## src/rtl/core/mfek_pkg.sv

```systemverilog
// Package: shared constants, types and encodings for the max-flow engine.
package mfek_pkg;

	localparam int NODES     = 16;
	localparam int NODE_W    = 4;
	localparam int CELL_W    = 2 * NODE_W;
	localparam int CAP_W     = 16;
	localparam int RES_W     = CAP_W + 1;
	localparam int FLOW_W    = 20;
	localparam int QCNT_W    = NODE_W + 1;

	localparam logic [RES_W-1:0] INF_NECK = {RES_W{1'b1}};

	// Configuration register indexes
	localparam logic REG_SOURCE = 1'b0;
	localparam logic REG_SINK   = 1'b1;

	// Input action codes
	localparam logic ACT_LOAD    = 1'b0;
	localparam logic ACT_COMPUTE = 1'b1;

	typedef enum logic [3:0] {
		ST_IDLE,
		ST_CLEAR,
		ST_COPY,
		ST_BFS_INIT,
		ST_POP,
		ST_SCAN_RD,
		ST_SCAN,
		ST_AUG_RD_FWD,
		ST_AUG_WR_FWD,
		ST_AUG_WR_REV,
		ST_AUG_ADV,
		ST_DONE
	} state_t;

	// Controller to datapath commands
	typedef struct packed {
		logic clear_step;
		logic copy_step;
		logic flow_clear;
		logic bfs_init;
		logic pop;
		logic scan_rd;
		logic scan_eval;
		logic aug_init;
		logic aug_rd_fwd;
		logic aug_wr_fwd;
		logic aug_wr_rev;
		logic load_wr;
	} cmd_t;

	// Datapath to controller status
	typedef struct packed {
		logic clear_last;
		logic copy_last;
		logic queue_empty;
		logic scan_last;
		logic found;
		logic aug_at_src;
	} stat_t;

endpackage

```

## src/rtl/core/mfek_ctrl.sv

```systemverilog
// Controller: state machine sequencing clear, load, copy, searches and augmentation.
module mfek_ctrl (
	input  logic                        clk,
	input  logic                        arst_n,
	input  logic                        in_fire,
	input  logic                        in_action,
	input  logic                        in_edge_ok,
	input  logic                        out_ready,
	input  logic                        bad_cfg,
	input  mfek_pkg::stat_t             stat,
	output mfek_pkg::cmd_t              cmd,
	output logic                        in_ready,
	output logic                        out_valid
);
	import mfek_pkg::*;

	state_t state_q, state_d;

	always_ff @(posedge clk or negedge arst_n) begin
		if (!arst_n) state_q <= ST_CLEAR;
		else         state_q <= state_d;
	end

	// Next state and command decode
	always_comb begin
		state_d   = state_q;
		cmd       = '0;
		in_ready  = 1'b0;
		out_valid = 1'b0;
		unique case (state_q)
			ST_CLEAR: begin
				cmd.clear_step = 1'b1;
				if (stat.clear_last) state_d = ST_IDLE;
			end
			ST_IDLE: begin
				in_ready = 1'b1;
				if (in_fire) begin
					if (in_action == ACT_LOAD) begin
						cmd.load_wr = in_edge_ok;
					end else begin
						cmd.flow_clear = 1'b1;
						state_d = ST_COPY;
					end
				end
			end
			ST_COPY: begin
				cmd.copy_step = 1'b1;
				if (stat.copy_last) state_d = bad_cfg ? ST_DONE : ST_BFS_INIT;
			end
			ST_BFS_INIT: begin
				cmd.bfs_init = 1'b1;
				state_d = ST_POP;
			end
			ST_POP: begin
				if (stat.queue_empty) begin
					state_d = ST_DONE;
				end else begin
					cmd.pop = 1'b1;
					state_d = ST_SCAN_RD;
				end
			end
			ST_SCAN_RD: begin
				cmd.scan_rd = 1'b1;
				state_d = ST_SCAN;
			end
			ST_SCAN: begin
				cmd.scan_eval = 1'b1;
				if (stat.found) state_d = ST_AUG_RD_FWD;
				else if (stat.scan_last) state_d = ST_POP;
				else state_d = ST_SCAN_RD;
			end
			ST_AUG_RD_FWD: begin
				// first entry: add bottleneck and start at the sink
				cmd.aug_init = 1'b1;
				state_d = ST_AUG_WR_FWD;
			end
			ST_AUG_WR_FWD: begin
				if (stat.aug_at_src) begin
					state_d = ST_BFS_INIT;
				end else begin
					cmd.aug_rd_fwd = 1'b1;
					state_d = ST_AUG_WR_REV;
				end
			end
			ST_AUG_WR_REV: begin
				cmd.aug_wr_fwd = 1'b1;
				state_d = ST_AUG_ADV;
			end
			ST_AUG_ADV: begin
				// reverse write lands here and the path cursor steps to the parent
				state_d = ST_AUG_WR_FWD;
			end
			ST_DONE: begin
				out_valid = 1'b1;
				if (out_ready) state_d = ST_IDLE;
			end
			default: state_d = ST_IDLE;
		endcase
	end

`ifndef NO_ASSERTIONS
	a_no_accept_busy: assert property (@(posedge clk) disable iff (!arst_n)
		in_fire |-> state_q == ST_IDLE) else $error("accept while busy");
	a_compute_result: assert property (@(posedge clk) disable iff (!arst_n)
		(in_fire && in_action == ACT_COMPUTE) |=> state_q == ST_COPY)
		else $error("compute not started");
	a_ready_result: assert property (@(posedge clk) disable iff (!arst_n)
		!(in_ready && out_valid)) else $error("ready during result");
`endif

endmodule

```

## config.mk

```make
export PLATFORM = sky130hd
export DESIGN_NAME = mfek_ctrl
export DESIGN_NICKNAME = d
export VERILOG_FILES = /design/src/rtl/core/mfek_pkg.sv /design/src/rtl/core/mfek_ctrl.sv
export SDC_FILE = /design/constraint.sdc
export NUM_CORES = 1
export LEC_CHECK = 0
export BUFFER_PORTS_ARGS = -buffer_cell sky130_fd_sc_hd__buf_2
export CAP_MARGIN = 30
export CORE_MARGIN = 2
export CORE_UTILIZATION = 35
export CTS_BUF_LIST = sky130_fd_sc_hd__clkbuf_16
export CTS_CLUSTER_DIAMETER = 60
export DETAILED_ROUTE_END_ITERATION = 6
export PLACE_DENSITY = 0.66
export SYNTH_ARGS = -nofsm -noshare
export SYNTH_HDL_FRONTEND = slang
export SYNTH_SLANG_ARGS = --single-unit
export TNS_END_PERCENT = 30
```

## constraint.sdc

```tcl
create_clock -name clk -period 1.55 [get_ports clk]
set_input_delay 0.31 -clock clk [delete_from_list [all_inputs] [get_ports clk]]
set_output_delay 0.31 -clock clk [all_outputs]
set_load 0.02 [all_outputs]
```

==> results of run 1 <==
## power by group through the flow
| stage | sequential (W) | combinational, W | clock [W] |
|---|---|---|---|
| 4_1_cts | 0.000235 | 0.00121 | 0.000415 |
| 3_3_place_gp | 0.000232 | 0.00104 | 0 |
| 3_5_place_dp | 0.000233 | 0.00105 | 0 |
| 2_1_floorplan | 0.000189 | 0.000729 | 0 |
| 5_1_grt | 0.000251 | 0.00145 | 0.000424 |
| 6_report | 0.000239 | 0.00133 | 0.000411 |
## path summary, 6_finish.rpt
check	from	end
max	state_q[0]	cmd[6]
min	out_ready	state_q[3]
max reg2reg	state_q[2]	state_q[1]
min reg2reg	state_q[3]	state_q[2]
max in group asynchronous	arst_n	state_q[0]
min in group asynchronous	arst_n	state_q[3]
## kinds of logic (layout without fill, tap and decap cells)
family | Yosys count | in the layout | share of synthesized area
AND/OR/NAND/NOR | 37 | 37 | 0.459
AO/OA/AOI/OAI | 13 | 13 | 0.183
buffers and inverters | 7 | 49 | 0.0902
flip-flops | 4 | 4 | 0.215
multiplexers | 2 | 2 | 0.0451
other | 1 | 1 | 0.00795
## through the flow
step	TNS [ns]	std cells	setup WS (ns)
floorplan	-0.645	64	-0.174
global placement	-0.0926	112	-0.0784
detailed placement	-0.139	112	-0.0488
CTS	-1.47	121	-0.181
global route	-2.26	121	-0.272
finish	-1.41	121	-0.197
## cell type report
type | instances | share of cell area
clock buffer | 3 | 0.0779
clock inverter | 1 | 0.00390
multi-input combinational | 53 | 0.436
sequential | 4 | 0.108
tap | 15 | 0.0195
timing repair buffer | 45 | 0.355
## timing repair
item                       CTS  global route
hold buffers                 1             0
resized for setup           23            16
pin swaps                    2             3
hold endpoints to repair     3             0
setup buffers                4             0
setup endpoints to repair   13            16
## layout by cell type (no fill, tap or decap), drive strengths merged, types with 2 or more instances in the layout
master  synthesis  layout
buf             4      44
nand2           6       6
nor2            6       6
nor3            6       6
nand2b          5       5
or2b            3       3
o31ai           3       3
clkbuf          3       3
nor4            3       3
o21ai           3       3
dfrtp           3       3
nand3b          2       2
and3b           2       2
o211ai          2       2
a21oi           2       2
## per-layer routing
| layer | up-vias | wire length [um] |
|---|---|---|
| met1 | 306 | 671 |
| met5 | - | 0 |
| li1 | 314 | - |
| met2 | 18 | 996 |
| met4 | 0 | 0 |
| met3 | 0 | 71 |
==> flow_metrics.py, run 1 <==
metrics = {
    "power_and_ir_drop": {
        "p_comb_frac": 0.671,
        "clkPwrFrac": 0.208,
        "power_density_nw_per_um2": 2050,
        "sequentialPowerShare": 0.121,
        "fin_total_pwr_w": 0.00198,
        "p_sw_w": 0.000816,
        "leakagePower_nw": 0.446,
        "swShare": 0.413,
        "p_int_w": 0.00116,
        "irDropWorstVdd_mv": 1.26,
    },
    "setup_path": {
        "critPathLaunchType": "flip-flop",
        "crit_path_max_incr_delay_ns": 0.59,
        "setup.worst_path.end_class": "output pin",
        "worstPathArrival_ns": 1.44,
        "worstRegToRegCells": 6,
        "cp_cell_sequence": "or2b_4 > nor2_4 > buf_6 > buf_6",
        "critical_path_depth": 4,
        "worstPathMaxFanout": 7,
        "cpMostUsedCell": "buf_6",
        "cpMaxStageDelayCell": "dfstp_2",
        "path_buf_inv": 2,
        "cp_top_family": "flip-flops",
        "cp_data_required_time_ns": 1.24,
        "path_class": "reg2out",
        "r2r_setup_slack_ns": -0.09,
    },
    "placed_design": {
        "io_buffers": 25,
        "place_hpwl_um": 1120,
        "gp_congestion": 0.782,
        "placed_cell_area_sq_um": 712,
    },
    "final_layout": {
        "final_nets": 120,
        "fin_util": 0.750,
        "fill_cells": 91,
        "largest_reg_flops": 4,
        "reg_top3": "state_q (4)",
        "design_area_sq_um": 963,
        "top_register": "state_q",
        "regArea_sq_um": 104,
        "antennaDiodeCount": 0,
        "drive_gt1_frac": 0.613,
        "syn_to_final_growth_pct": 104,
        "multiInputGateArea_sq_um": 420,
    },
    "routing": {
        "drc": 0,
        "ant_nets": 0,
        "drt_pass1_iterations": 4,
        "routed_via_density": 5.27,
        "dr.first_iter.drc_count": 8,
        "wl_um": 1740,
        "post_drt_wl_per_cell_um": 14.4,
        "vias": 638,
    },
    "sta": {
        "fin_crit_ns": 1.75,
        "slew_violations": 0,
        "hold_viol_final": 0,
        "setup_viol_count_final": 14,
        "hold-worst-slack_ns": 0.305,
        "max_freq_mhz": 573,
        "fin_ws_ns": -0.197,
        "fin_crit_sh": 1.13,
        "rsz0062_at_grt": "yes",
        "finClkSkew_ns": 0.00281,
    },
    "run_status": {
        "violations": "negative setup slack",
        "run_status": "complete, but fails checks",
    },
    "cts": {
        "cts_root_buf": "clkbuf_16",
        "clkLatencyLatePin_ns": 0.22,
        "cts_tree": "yes",
        "cts_sinks": 4,
        "clk_pin_slew_worst_paths_ns": 0.03,
        "clk_path_buf_depth": 2,
        "htreeDepth": 1,
        "cts_buffers": 3,
    },
    "global_route": {
        "antenna_found_initial": 0,
        "grt_usage": 0.249,
        "grt_pass1_wl_um": 2700,
        "grt_max_degree": 14,
        "use_met3": 0.0163,
        "use_met2": 0.460,
        "grt_pass1_vias": 610,
        "grt_remaining_overflow": 0,
        "grtUsageMet1": 0.282,
        "top_usage_layer": "met2",
    },
    "floorplan": {
        "rows": 13,
        "fp.coreArea_sq_um": 1280,
        "dieWidth_um": 40.7,
        "start_util": 0.367,
        "die_h_um": 40.7,
        "dieArea_sq_um": 1660,
        "ios": 27,
    },
    "yosys": {
        "yosysUniqueCellTypes": 29,
        "ys_ff_latch": 4,
        "synth-edff-count": 0,
        "syn-cell-area_sq_um": 472,
        "syn_avg_cell_area_sq_um": 7.37,
        "ys_seq_area_frac": 0.215,
        "synth_top_area_cell": "dfrtp_1",
        "ys_top_cells_by_area": "dfrtp_1, nand2b_1, nor3_1",
        "async_flop_share": 1.00,
        "yosys-top-cells-count": "nand2_1, nor3_1, nand2b_1, nor2_1",
        "syn_inst": 64,
        "syn_nets": 77,
        "yosysWarnings": 0,
        "yosysTopAreaCellShare": 0.159,
        "synthFlopType": "dfrtp_1",
    },
    "run": {
        "drv_cap": 0,
    },
    "hold_path": {
        "hold_class": "in2reg",
        "hold_depth": 2,
    },
}
Power figures use the tool's default switching activity.
==> inputs of run 2 (changes only) <==
--- a/config.mk
+++ b/config.mk
@@ -5,14 +5,14 @@
 export SDC_FILE = /design/constraint.sdc
 export NUM_CORES = 1
 export LEC_CHECK = 0
+export ABC_AREA = 1
 export BUFFER_PORTS_ARGS = -buffer_cell sky130_fd_sc_hd__buf_2
 export CAP_MARGIN = 30
 export CORE_MARGIN = 2
 export CORE_UTILIZATION = 35
 export CTS_BUF_LIST = sky130_fd_sc_hd__clkbuf_16
-export CTS_CLUSTER_DIAMETER = 60
 export DETAILED_ROUTE_END_ITERATION = 6
-export PLACE_DENSITY = 0.66
+export PLACE_DENSITY = 0.63
 export SYNTH_ARGS = -nofsm -noshare
 export SYNTH_HDL_FRONTEND = slang
 export SYNTH_SLANG_ARGS = --single-unit
==> constraint.sdc (replaced) <==
create_clock -name clk -period 2.01 [get_ports clk]
set_input_delay 0.402 -clock clk [delete_from_list [all_inputs] [get_ports clk]]
set_output_delay 0.402 -clock clk [all_outputs]
set_load 0.02 [all_outputs]
==> run 2 against run 1 <==
  * The flow now finishes without violations
  * Combinational power shrank 55%
  * Clock skew grew 0.0021 ns
  * Die area shrank 0.47%
  * Setup slack gained 0.32 ns
  * Area after synthesis shrank 0.53%
  * Final cell count grew 0.83%
  * Sequential share of layout area grew 3.8 points
  * Total power shrank 44%
  * Critical endpoint is now cmd[7]
  * Largest cell class unchanged
  * Largest power group unchanged
==> flow_metrics.py, run 2 <==
metrics = {
    "global_route": {
        "antenna_found_initial": 0,
        "grt_usage": 0.179,
        "grt_pass1_wl_um": 1890,
        "grt_max_degree": 8,
        "grt_remaining_overflow": 0,
        "grt_pass1_vias": 475,
    },
    "yosys": {
        "synth-edff-count": 0,
        "ys_ff_latch": 4,
        "syn-cell-area_sq_um": 469,
        "synth_top_area_cell": "dfrtp_1",
        "yosysTopAreaCellShare": 0.160,
        "syn_inst": 77,
        "yosysWarnings": 0,
        "yosysUniqueCellTypes": 20,
        "synthFlopType": "dfrtp_1",
        "yosys-top-cells-count": "nand2_1, nand3_1, inv_1",
        "async_flop_share": 1.00,
        "syn_avg_cell_area_sq_um": 6.09,
        "ys_top_cells_by_area": "dfrtp_1, nand2_1, nand3_1",
        "synth_most_common_cell": "nand2_1",
        "syn_nets": 90,
        "ys_seq_area_frac": 0.216,
    },
    "routing": {
        "routed_via_density": 4.57,
        "post_drt_wl_per_cell_um": 10.1,
        "wl_um": 1230,
        "dr.first_iter.drc_count": 17,
        "drt_pass1_iterations": 4,
        "vias": 558,
        "ant_nets": 0,
        "drc": 0,
    },
    "floorplan": {
        "dieWidth_um": 40.6,
        "start_util": 0.370,
        "rows": 13,
        "ios": 27,
        "fp.coreArea_sq_um": 1270,
        "dieArea_sq_um": 1650,
        "die_h_um": 40.6,
    },
    "setup_path": {
        "cp_top_family": "simple AND/OR/NAND/NOR gates",
        "critPathLaunch": "state_q[1]",
        "path_class": "reg2out",
        "cp_data_required_time_ns": 1.61,
        "rr_endpoint": "state_q[1]",
        "crit_path_max_incr_delay_ns": 0.45,
        "r2r_setup_slack_ns": 0.68,
        "worstRegToRegCells": 7,
        "worstPathArrival_ns": 1.49,
        "critPathLaunchType": "flip-flop",
        "r2r_start": "state_q[0]",
        "cpMostUsedCell": "inv_1",
        "cp_cell_sequence": "nor2_4 > inv_2 > nor2_1 > inv_1 > or2_1 > inv_1 > buf_2",
        "cpMaxStageDelayCell": "dfrtp_2",
        "setup.worst_path.end_class": "output pin",
        "path_buf_inv": 4,
        "worstPathMaxFanout": 7,
    },
    "final_layout": {
        "largest_reg_flops": 4,
        "drive_gt1_frac": 0.477,
        "fin_cells": 122,
        "fill_cells": 126,
        "final_nets": 121,
        "syn_to_final_growth_pct": 49.9,
        "fin_util": 0.554,
        "antennaDiodeCount": 0,
        "reg_top3": "state_q (4)",
        "layout_commonest_cell": "buf_2",
        "top_register": "state_q",
        "final_cell_mix": "buf_2, nand2_1, inv_1, nand3_1",
    },
    "power_and_ir_drop": {
        "power_density_nw_per_um2": 1560,
        "fin_total_pwr_w": 0.00110,
        "leakagePower_nw": 0.444,
        "irDropWorstVdd_mv": 0.586,
    },
    "run_status": {
        "run_status": "completed",
    },
    "sta": {
        "rsz0062_at_grt": "no",
        "fin_crit_sh": 0.941,
        "hold_viol_final": 0,
        "fin_crit_ns": 1.89,
        "slew_violations": 0,
        "finClkSkew_ns": 0.00488,
        "max_freq_mhz": 529,
        "fin_tns_setup_ns": 0,
        "setup_viol_count_final": 0,
    },
    "cts": {
        "cts_root_buf": "clkbuf_16",
        "clk_pin_slew_worst_paths_ns": 0.03,
        "clkLatencyLatePin_ns": 0.23,
        "cts_tree": "yes",
        "clk_path_buf_depth": 2,
        "cts_sinks": 4,
        "htreeDepth": 1,
        "cts_buffers": 3,
    },
    "placed_design": {
        "dpl.cell_count": 116,
        "place_hpwl_um": 971,
        "gp_congestion": 0.823,
        "io_buffers": 25,
    },
    "run": {
        "drv_cap": 0,
    },
    "hold_path": {
        "hold_depth": 3,
        "hp-start": "out_ready",
        "min_to": "state_q[3]",
        "hold_class": "in2reg",
    },
}
==> run 2: worst max-delay path by stage <==
stage                         to  cells after the start
final                     cmd[7]                      7
after global routing      cmd[7]                      7
after CTS                 cmd[7]                      7
after detailed placement  cmd[7]                      7
after global placement    cmd[7]                      7
after floorplan           cmd[0]                      5
==> run 2: per-stage QoR <==
step	hold WS (ns)	area, sq um	worst slack, ns
after floorplan	0.106	469	0.192
after global placement	0.207	606	0.344
after global routing	0.476	703	0.00631
final	0.456	703	0.119
after detailed placement	0.205	606	0.331
after CTS	0.459	694	0.0997
==> run 2: cell type report <==
type	instances	area (sq um)	share of cell area
Tap cell	15	18.8	0.0267
Clock inverter	1	3.75	0.00534
Timing Repair Buffer	27	143	0.203
Multi-Input combinational cell	56	299	0.425
Sequential cell	4	103	0.146
Inverter	16	61.3	0.0872
Clock buffer	3	75.1	0.107
==> run 2: worst min-delay path: stages <==
cell,delay (ns)
buf_2,0.07
nand3b_2,0.11
nand2_1,0.05
==> run 2: logic make-up (layout without fill, tap and decap cells) <==
family                 after synthesis  in the layout  share of synthesized area
AO/OA/AOI/OAI                        4              4                     0.0587
buffers and inverters               17             47                      0.147
flip-flops                           4              4                      0.216
other                                1              1                    0.00799
AND/OR/NAND/NOR                     51             51                      0.571
==> run 2: report_power, final <==
| part | internal (W) | switching (W) |
|---|---|---|
| Combinational | 0.000212 | 0.000382 |
| Sequential | 0.000124 | 0.0000652 |
| Clock | 0.000257 | 0.0000568 |
| Total | 0.000594 | 0.000504 |
==> run 2: repair_timing <==
action	in CTS	in global routing
gates resized for setup	0	1
endpoints found under the hold margin	3	0
hold buffers	1	0
buffers inserted	0	1
setup endpoints to repair	0	1
==> run 2: layer usage <==
layer | GRT usage | routed length (um)
met5 | 0 | 0
met4 | 0.0750 | 0
met3 | 0.0326 | 79
met2 | 0.341 | 653
met1 | 0.188 | 498
